==> config.mk <==
export PLATFORM = sky130hd
export DESIGN_NAME = sha_front_flat
export DESIGN_NICKNAME = d
export VERILOG_FILES = /design/src/rtl/sha_pkg.sv /design/src/rtl/sha_stream_if.sv /design/src/rtl/sha_front.sv /design/src/flat_wrapper.sv
export SDC_FILE = /design/constraint.sdc
export NUM_CORES = 1
export LEC_CHECK = 0
export ABC_AREA = 0
export BUFFER_PORTS_ARGS = -buffer_cell sky130_fd_sc_hd__buf_2
export CAP_MARGIN = 10
export CORE_AREA = 2 2 43 45
export CTS_CLUSTER_SIZE = 14
export DETAILED_ROUTE_END_ITERATION = 16
export DIE_AREA = 0 0 45 47
export PLACE_DENSITY = 0.69
export SLEW_MARGIN = 20
export SYNTH_ARGS = -nofsm -noshare
export SYNTH_HDL_FRONTEND = slang
export SYNTH_SLANG_ARGS = --single-unit
==> constraint.sdc <==
create_clock -name clk -period 2.4 [get_ports clk]
set_input_delay 0.36 -clock clk [delete_from_list [all_inputs] [get_ports clk]]
set_output_delay 0.36 -clock clk [all_outputs]
set_load 0.005 [all_outputs]
==> src/rtl/sha_pkg.sv <==
// Package: SHA-256 constants, types and round functions.
package sha_pkg;
  localparam int QueueDepth = 4;

  typedef struct packed {
    logic [7:0] data_byte;
    logic       byte_present;
    logic       end_of_message;
  } sha_in_t;

  typedef struct packed {
    logic [31:0] digest_word;
    logic [2:0]  word_number;
    logic        last_word;
  } sha_out_t;

  typedef enum logic [2:0] {
    ST_IDLE, ST_ROUND, ST_ADD, ST_PAD, ST_EMIT
  } sha_state_t;

  typedef logic [7:0][31:0] sha_words_t;

  localparam sha_words_t IV = {
    32'h5be0cd19, 32'h1f83d9ab, 32'h9b05688c, 32'h510e527f,
    32'ha54ff53a, 32'h3c6ef372, 32'hbb67ae85, 32'h6a09e667};

  function automatic logic [31:0] round_k(input logic [5:0] i);
    logic [31:0] k;
    case (i)
      6'd0: k = 32'h428a2f98; 6'd1: k = 32'h71374491; 6'd2: k = 32'hb5c0fbcf;
      6'd3: k = 32'he9b5dba5; 6'd4: k = 32'h3956c25b; 6'd5: k = 32'h59f111f1;
      6'd6: k = 32'h923f82a4; 6'd7: k = 32'hab1c5ed5; 6'd8: k = 32'hd807aa98;
      6'd9: k = 32'h12835b01; 6'd10: k = 32'h243185be; 6'd11: k = 32'h550c7dc3;
      6'd12: k = 32'h72be5d74; 6'd13: k = 32'h80deb1fe; 6'd14: k = 32'h9bdc06a7;
      6'd15: k = 32'hc19bf174; 6'd16: k = 32'he49b69c1; 6'd17: k = 32'hefbe4786;
      6'd18: k = 32'h0fc19dc6; 6'd19: k = 32'h240ca1cc; 6'd20: k = 32'h2de92c6f;
      6'd21: k = 32'h4a7484aa; 6'd22: k = 32'h5cb0a9dc; 6'd23: k = 32'h76f988da;
      6'd24: k = 32'h983e5152; 6'd25: k = 32'ha831c66d; 6'd26: k = 32'hb00327c8;
      6'd27: k = 32'hbf597fc7; 6'd28: k = 32'hc6e00bf3; 6'd29: k = 32'hd5a79147;
      6'd30: k = 32'h06ca6351; 6'd31: k = 32'h14292967; 6'd32: k = 32'h27b70a85;
      6'd33: k = 32'h2e1b2138; 6'd34: k = 32'h4d2c6dfc; 6'd35: k = 32'h53380d13;
      6'd36: k = 32'h650a7354; 6'd37: k = 32'h766a0abb; 6'd38: k = 32'h81c2c92e;
      6'd39: k = 32'h92722c85; 6'd40: k = 32'ha2bfe8a1; 6'd41: k = 32'ha81a664b;
      6'd42: k = 32'hc24b8b70; 6'd43: k = 32'hc76c51a3; 6'd44: k = 32'hd192e819;
      6'd45: k = 32'hd6990624; 6'd46: k = 32'hf40e3585; 6'd47: k = 32'h106aa070;
      6'd48: k = 32'h19a4c116; 6'd49: k = 32'h1e376c08; 6'd50: k = 32'h2748774c;
      6'd51: k = 32'h34b0bcb5; 6'd52: k = 32'h391c0cb3; 6'd53: k = 32'h4ed8aa4a;
      6'd54: k = 32'h5b9cca4f; 6'd55: k = 32'h682e6ff3; 6'd56: k = 32'h748f82ee;
      6'd57: k = 32'h78a5636f; 6'd58: k = 32'h84c87814; 6'd59: k = 32'h8cc70208;
      6'd60: k = 32'h90befffa; 6'd61: k = 32'ha4506ceb; 6'd62: k = 32'hbef9a3f7;
      default: k = 32'hc67178f2;
    endcase
    return k;
  endfunction

  function automatic logic [31:0] rotr(input logic [31:0] x, input int n);
    return (x >> n) | (x << (32 - n));
  endfunction
endpackage

==> src/rtl/sha_stream_if.sv <==
// Interface: valid/ready channel with a typed payload.
interface sha_stream_if #(parameter type payload_t = logic) (input logic clk);
  logic     valid;
  logic     ready;
  payload_t payload;
  modport source (output valid, output payload, input ready);
  modport sink (input valid, input payload, output ready);
endinterface

==> src/rtl/sha_front.sv <==
// Front end: input queue between the port and the compression engine.
module sha_front
  import sha_pkg::*;
#(
  parameter int Depth = QueueDepth
) (
  input  logic    clk,
  input  logic    rst,
  sha_stream_if.sink in_ch,
  output logic    q_valid,
  output sha_in_t q_item,
  input  logic    q_take
);
  localparam int AW = $clog2(Depth);
  sha_in_t mem [Depth];
  logic [AW-1:0] wr_ptr, rd_ptr;
  logic [AW:0]   count;
  logic push, pop;

  assign in_ch.ready = (count != (AW+1)'(Depth));
  assign push = in_ch.valid && in_ch.ready;
  assign q_valid = (count != '0);
  assign pop = q_take && q_valid;
  assign q_item = mem[rd_ptr];

  always_ff @(posedge clk) begin
    if (push) begin
      mem[wr_ptr] <= in_ch.payload;
    end
  end

  always_ff @(posedge clk) begin
    if (rst) begin
      wr_ptr <= '0;
      rd_ptr <= '0;
      count  <= '0;
    end else begin
      if (push) wr_ptr <= (wr_ptr == AW'(Depth - 1)) ? '0 : wr_ptr + 1'b1;
      if (pop) rd_ptr <= (rd_ptr == AW'(Depth - 1)) ? '0 : rd_ptr + 1'b1;
      count <= count + (AW+1)'(push) - (AW+1)'(pop);
    end
  end
endmodule

==> src/flat_wrapper.sv <==
// flat-port wrapper written by rule: the top's interface ports become plain ports
module sha_front_flat import sha_pkg::*;
#(
  parameter int Depth = QueueDepth
)
  (clk, rst, q_valid, q_item, q_take, in_ch_valid, in_ch_payload, in_ch_ready);
  sha_stream_if in_ch_i (.clk(clk));
  input  logic clk;
  input  logic rst;
  output logic q_valid;
  output sha_in_t q_item;
  input  logic q_take;
  input wire logic [$bits(in_ch_i.valid)-1:0] in_ch_valid;
  input wire logic [$bits(in_ch_i.payload)-1:0] in_ch_payload;
  output wire logic [$bits(in_ch_i.ready)-1:0] in_ch_ready;
  assign in_ch_i.valid = in_ch_valid;
  assign in_ch_i.payload = in_ch_payload;
  assign in_ch_ready = in_ch_i.ready;
  sha_front #(.Depth(Depth)) u_core (.clk(clk), .rst(rst), .in_ch(in_ch_i), .q_valid(q_valid), .q_item(q_item), .q_take(q_take));
endmodule
==> results of run 1 <==
==> placed cells by master, fill, tap and decap left out, drive strengths merged, types with 2 or more instances in the layout <==
cell type  netlist  final
a21oi            2      2
mux2i            2      2
conb             1      9
o31ai            2      2
clkbuf           2      4
nor3             2      2
ha               7      7
edfxtp           4      4
dfxtp            9      9
buf              9      8
and3             4      4
nor2             4      4
or3              2      2
nand2b           2      2
and2             2      2
inv              6      6
==> area by class of cell <==
| class | count | area (µm²) | area share, % |
|---|---|---|---|
| repair buffers | 8 | 42.5 | 5.58 |
| multi-input cells | 45 | 349 | 45.8 |
| inverters | 6 | 22.5 | 2.96 |
| clock buffers | 4 | 26.3 | 3.45 |
| well taps | 17 | 21.3 | 2.79 |
| flip-flops and latches | 13 | 300 | 39.4 |
==> worst min-delay path by stage <==
stage | slack (ns) | end | cells after the start
detailed placement | 0.50 | u_core.rd_ptr[0] | 2
finish | 0.30 | u_core.mem[2] | 1
floorplan | 0.46 | u_core.mem[0] | 0
CTS | 0.29 | u_core.mem[2] | 1
global route | 0.29 | u_core.mem[2] | 1
global placement | 0.49 | u_core.rd_ptr[0] | 2
==> timing repair <==
action / CTS / global route
endpoints found under the setup margin: 0 / 1
gates resized for setup: 0 / 1
buffers inserted: 0 / 0
==> metrics by stage <==
stage	total power [mW]	setup slack, ns	hold WS [ns]	area (µm²)	util (%)
after floorplan	0.524	0.199	0.459	743	-
after global placement	0.575	0.265	0.485	731	44.2
after detailed placement	0.585	0.207	0.495	731	44.2
after CTS	0.721	0.181	0.294	757	45.8
after global routing	0.786	0.0670	0.295	762	46.1
final	0.712	0.259	0.298	762	46.1
==> kinds of logic after synthesis <==
logic type	after synthesis	synth area share, %
and+or+nand+nor	20	17.0
buffers and inverters	17	13.9
DFF	13	42.1
adders and majority gates	8	15.1
AOI/OAI and AO/OA	4	4.21
muxes	3	5.96
other	1	0.526
xor gates and xnor gates	1	1.23
==> power groups by stage <==
stage	sequential [mW]	clock, mW	combinational (mW)
3_3_place_gp	0.320	0	0.255
5_1_grt	0.327	0.149	0.310
6_report	0.320	0.132	0.260
2_1_floorplan	0.313	0	0.211
4_1_cts	0.318	0.139	0.263
3_5_place_dp	0.323	0	0.261
==> worst max-delay path: cells and delay by family, from the launching register on <==
kind / cells / cell delay (ns)
compound gates: 1 / 0.28
xor+xnor: 1 / 0.16
fa+ha+maj: 3 / 0.78
buf+inv: 3 / 0.18
flops: 1 / 0.37
simple gates: 2 / 0.30
==> layer usage <==
metal	wire length (µm)	share of wire (%)	GRT usage, %	vias up
met5	0	0	0	-
met4	0	0	3.53	0
met3	42	4.7	5.77	0
met2	483	54	15.7	8
met1	365	41	10.6	189
li1	-	-	-	225
==> results.md, run 1 <==
- TNS Setup: 0 ns
- DRC: 0
- Syn. warnings: 0
- Crit path required time: 2.60 ns
- FF-to-FF path depth: 10
- Crit path to: u_core.count[2]
- Hpwl dp: 725 µm
- Post-Synthesis Cell Area: 713 µm²
- Synth top area share: 25.3%
- Clk network pwr share: 18.5%
- Hold Startpoint: in_ch_payload
- RR Startpoint: u_core.count[1]
- Total GRT Usage: 9.72%
- Final setup viols: 0
- Worst R2R End: u_core.count[2]
- Largest net degree at the start of global routing: 12
- Core box area: 1650 µm²
- Pwr Density: 934 nW/µm²
- Final hold vios: 0
- Die Y: 47 µm
- Area delta synth->final: 6.84%
- Sequential cell fraction of total power: 44.9%
- Crit path launch type: flop
- Synth top cells by count: buf_4, dfxtp_1, ha_1
- Worst clock skew: 0.00507 ns
- DRT Pass-1 Iters: 2
- Min Tclk post-route: 2.14 ns
- Full die area: 2120 µm²
- Inst Count DP: 89
- Layout Cells excl Fill: 93
- CP Capture Type: flop
- Unique masters post-synth: 27
- FF+latch count, synth: 13
- Largest cells by area after synthesis: dfxtp_1, edfxtp_1, ha_1
- Max_cap viols: 0
- Filler instances: 157
- IO buf count: 7
- DRT antenna net count: 0
- Vias in the first global route: 368
- Final period util: 89.2%
- Critical Path, Cell by Cell: o31ai_2 > inv_1 > ha_1 > inv_1 > ha_1 > inv_1 > fa_1 > xor2_1 > and2_2 > nor3_1
- Switch share: 32.3%
- Synth Area per Inst: 10.6 µm²
- CP max FO: 5
- Worst hold path type: in2reg
- Status: complete, no violations
- Nets@finish: 90
- Worst-path clk slew: 0.08 ns
- P_sw: 0.230 mW
- Via density: 4.54
- Kind of critical path: reg2reg
- Vias: 422
- Combinational power share: 36.5%
- CP peak stage delay: 0.37 ns
- Clock Sinks: 13
- Share of cells above drive strength 1: 27.6%
- FMAX: 467 MHz
- Drt total wl: 892 µm
- Cell taking the most area after synthesis: dfxtp_1
- Initial antenna violation count: 0
- CTS tree: built
- Post-synthesis instance total: 67
- Die X: 45 µm
- Pleak: 0.363 nW
- Slew Limit Fails: 0
- GRT Residual Overflow: 0
- IO Count: 17
- First-pass GRT wire length: 1400 µm
- H-tree Lvls: 1
- Peak VDD IR: 0.409 mV
- Internal power: 0.482 mW
- Sequential share of the synthesized area: 42.1%
- Slowest-stage cell, CP: dfxtp_1
- Clk buf depth: 2
- Unrepaired setup endpoints after global routing: false
- Reg-to-reg slack, setup: 0.26 ns
- Top cell by count, worst path: inv_1
- Worst Setup SP: u_core.count[1]
- Initial detailed-routing violation count: 3
- Root Driver: clkbuf_4
- Worst EP arrival: 2.34 ns
- RD Place Congestion: 0.740
- Initial Utilization: 43.2%
- CTS buffer count: 3
- FFs w/ async S/R, synth: 0%
- Post-synth EDFFs: 4
- Row count: 15
- Predominant post-synthesis flop cell: dfxtp_1
- WL/cell: 9.59 µm
- Hold_buf cts: 0
- Worst skew pair latency: 0.27 ns
- Diodes inserted: 0
Note: power is estimated with default switching activity, not from simulation.
==> inputs of run 2 (changes only) <==
--- a/config.mk
+++ b/config.mk
@@ -5,13 +5,13 @@
 export SDC_FILE = /design/constraint.sdc
 export NUM_CORES = 1
 export LEC_CHECK = 0
-export ABC_AREA = 0
+export ABC_AREA = 1
 export BUFFER_PORTS_ARGS = -buffer_cell sky130_fd_sc_hd__buf_2
 export CAP_MARGIN = 10
-export CORE_AREA = 2 2 43 45
+export CORE_AREA = 2 2 44 46
 export CTS_CLUSTER_SIZE = 14
 export DETAILED_ROUTE_END_ITERATION = 16
-export DIE_AREA = 0 0 45 47
+export DIE_AREA = 0 0 46 48
 export PLACE_DENSITY = 0.69
 export SLEW_MARGIN = 20
 export SYNTH_ARGS = -nofsm -noshare
==> run 2 against run 1 <==
Compared with the run above:
- register-to-register slack better by 0.21 ns
- critical path depth increased by 3
- synthesized cell count up 34%
- combinational power up 27%
- count of clock-buffer cells in the layout stayed put
- hold slack worse by 0.041 ns
- first-iteration DRC count increased by 33%
- critical endpoint unchanged
==> results.md, run 2 <==
- Layout Cells excl Fill: 117 (+26%)
- Final period util: 80.4% (-8.8 points)
- Number of setup buffers added after CTS: 0 (unchanged)
- DRT antenna net count: 0 (unchanged)
- CTS tree: built
- Worst clock skew: 0.00152 ns (-0.00355 ns)
- Kind of critical path: reg2reg
- Die X: 46 µm (+2.2%)
- IO buf count: 7 (unchanged)
- Vias in the first global route: 446 (+21%)
- Vias: 509 (+21%)
- Nets@finish: 114 (+27%)
- Routing usage on met1: 12.9% (+2.3 points)
- Pwr Density: 993 nW/µm² (+6.4%)
- Busiest layer in global routing: met2
- GR Layer Usage met2: 19.7% (+4.0 points)
- Diodes inserted: 0 (unchanged)
- Unrepaired setup endpoints after global routing: false
- Predominant post-synthesis flop cell: dfxtp_1
- Area delta synth->final: 5.97%
- Largest cells by area after synthesis: dfxtp_1, edfxtp_1, ha_1
- Drt total wl: 1000 µm (+12%)
- Worst skew pair latency: 0.27 ns (about the same)
- Inst Count DP: 113 (+27%)
- Most common cell after layout, fill and taps aside: nor2_1
- Worst R2R End: u_core.count[2]
- Initial antenna violation count: 0 (unchanged)
- Hpwl dp: 802 µm (+11%)
- Share of cells above drive strength 1: 19.0% (-8.6 points)
- H-tree Lvls: 1 (unchanged)
- Die Y: 48 µm (+2.1%)
- Crit path required time: 2.58 ns (-0.02 ns)
- Fin util: 47.3% (+1.2 points)
- Crit path to: u_core.count[2]
- CP Capture Type: flop
- Post-Synthesis Cell Area: 754 µm² (+5.8%)
- Total GRT Usage: 11.9% (+2.1 points)
- Full die area: 2210 µm² (+4.4%)
- Syn. warnings: 0 (unchanged)
- RR Startpoint: u_core.count[1]
- Synth Area per Inst: 8.38 µm² (-21%)
- Reg-to-reg slack, setup: 0.47 ns (+0.21 ns)
- Crit path launch type: flop
- Max_cap viols: 0 (unchanged)
- RD Place Congestion: 0.635 (-14%)
- FF+latch count, synth: 13 (unchanged)
- Largest net degree at the start of global routing: 8 (-4)
- DRT Pass-1 Iters: 4 (+2)
- Unique masters post-synth: 18 (-33%)
- CTS buffer count: 3 (unchanged)
- Row count: 15 (unchanged)
- Cell taking the most area after synthesis: dfxtp_1
- Post-synthesis instance total: 90 (+34%)
- Sequential share of the synthesized area: 39.8% (-2.3 points)
- Cells resized by post-CTS repair: 0 (unchanged)
- Slew Limit Fails: 0 (unchanged)
- Pleak: 0.405 nW (+12%)
- First-pass GRT wire length: 1730 µm (+24%)
- CP max FO: 4 (-1)
- Worst-path clk slew: 0.08 ns (about the same)
- IO Count: 17 (unchanged)
- Root Driver: clkbuf_4
- Initial Utilization: 44.7% (+1.5 points)
- GR Util met3: 3.40% (-2.4 points)
- Peak VDD IR: 0.648 mV (+58%)
- Hold_buf cts: 0 (unchanged)
- GRT Residual Overflow: 0 (unchanged)
- Via density: 4.35 (-4.1%)
- Worst EP arrival: 2.10 ns (-0.24 ns)
- Clock Sinks: 13 (unchanged)
- WL/cell: 8.56 µm (-11%)
- Most frequent cell after synthesis: nor2_1
- Min Tclk post-route: 1.93 ns (-0.212 ns)
- Clk buf depth: 2 (unchanged)
- Status: complete, no violations
- FFs w/ async S/R, synth: 0% (unchanged)
- Worst hold path type: in2reg
- Final setup viols: 0 (unchanged)
- Initial detailed-routing violation count: 4 (+1)
- Commonest cells after routing, fill and taps aside: nor2_1, inv_1, dfxtp_1, conb_1
- FMAX: 518 MHz (+11%)
- Synth top cells by count: nor2_1, inv_1, buf_4, dfxtp_1
- TNS Setup: 0 ns (unchanged)
- Synth top area share: 23.9% (-1.4 points)
- Final hold vios: 0 (unchanged)
- Worst Setup SP: u_core.count[1]
- Post-synth EDFFs: 4 (unchanged)
- Core box area: 1690 µm² (+2.3%)
- Hold Startpoint: rst
- FF-to-FF path depth: 13 (+3)
- DRC: 0 (unchanged)
run 2: cell types whose count changed in the layout (fill, tap and decap cells not counted), moves of 3 or more:
cell     delta
nor2_1     +15
inv_1      +10
nand2_1     +6
and3_2      -4
nand2_2     +3
o21ai_0     +3
run 2: logic make-up after synthesis:
kind of cell | synth area share, %
AOI/OAI and AO/OA | 3.32
xor gates and xnor gates | 1.16
adders and majority gates | 14.3
buffers and inverters | 17.4
DFF | 39.8
other | 0.497
and+or+nand+nor | 23.5
run 2: worst max-delay path: stages, from the launching register on:
cell and delay (ns):
dfxtp_1 0.37, nor2_4 0.16, nand2_4 0.07, nand2_2 0.08, inv_1 0.05, ha_1 0.28
inv_1 0.06, ha_1 0.13, inv_1 0.05, fa_1 0.36, inv_1 0.08, nand2_1 0.05
nand2_1 0.06, nor2_1 0.04
run 2: worst min path at each step:
stage                       end  slack [ns]  cells after the start
2_1_floorplan   u_core.count[1]        0.43                      1
3_3_place_gp   u_core.rd_ptr[1]        0.49                      2
3_5_place_dp               flop        0.50                      2
4_1_cts         u_core.count[1]        0.25                      2
5_1_grt         u_core.count[1]        0.25                      2
6_report        u_core.count[1]        0.26                      2
run 2: metrics by stage:
step / hold WS, ns / setup WS (ns) / area [µm²] / power [mW]
final: 0.258 / 0.471 / 800 / 0.794
after global routing: 0.250 / 0.274 / 800 / 0.884
after CTS: 0.249 / 0.449 / 800 / 0.807
after detailed placement: 0.498 / 0.485 / 773 / 0.662
after global placement: 0.490 / 0.529 / 773 / 0.653
after floorplan: 0.427 / 0.597 / 785 / 0.595
run 2: where the power goes:
| group | total, mW | internal [mW] | switching [mW] |
|---|---|---|---|
| clock | 0.135 | 0.0644 | 0.0707 |
| sequential | 0.329 | 0.284 | 0.0447 |
| combinational | 0.330 | 0.142 | 0.188 |
| total | 0.794 | 0.490 | 0.304 |
run 2: area by class of cell:
class                   instances  area, µm²
repair buffers                  7       35.0
fillers                       179        890
flip-flops and latches         13        300
inverters                      17       63.8
well taps                      17       21.3
multi-input cells              59        353
clock buffers                   4       26.3
run 2: metal layers:
layer,routed length (µm),vias up
met5,0,-
met4,12,0
met3,41,2
met2,527,14
met1,420,223
li1,-,270
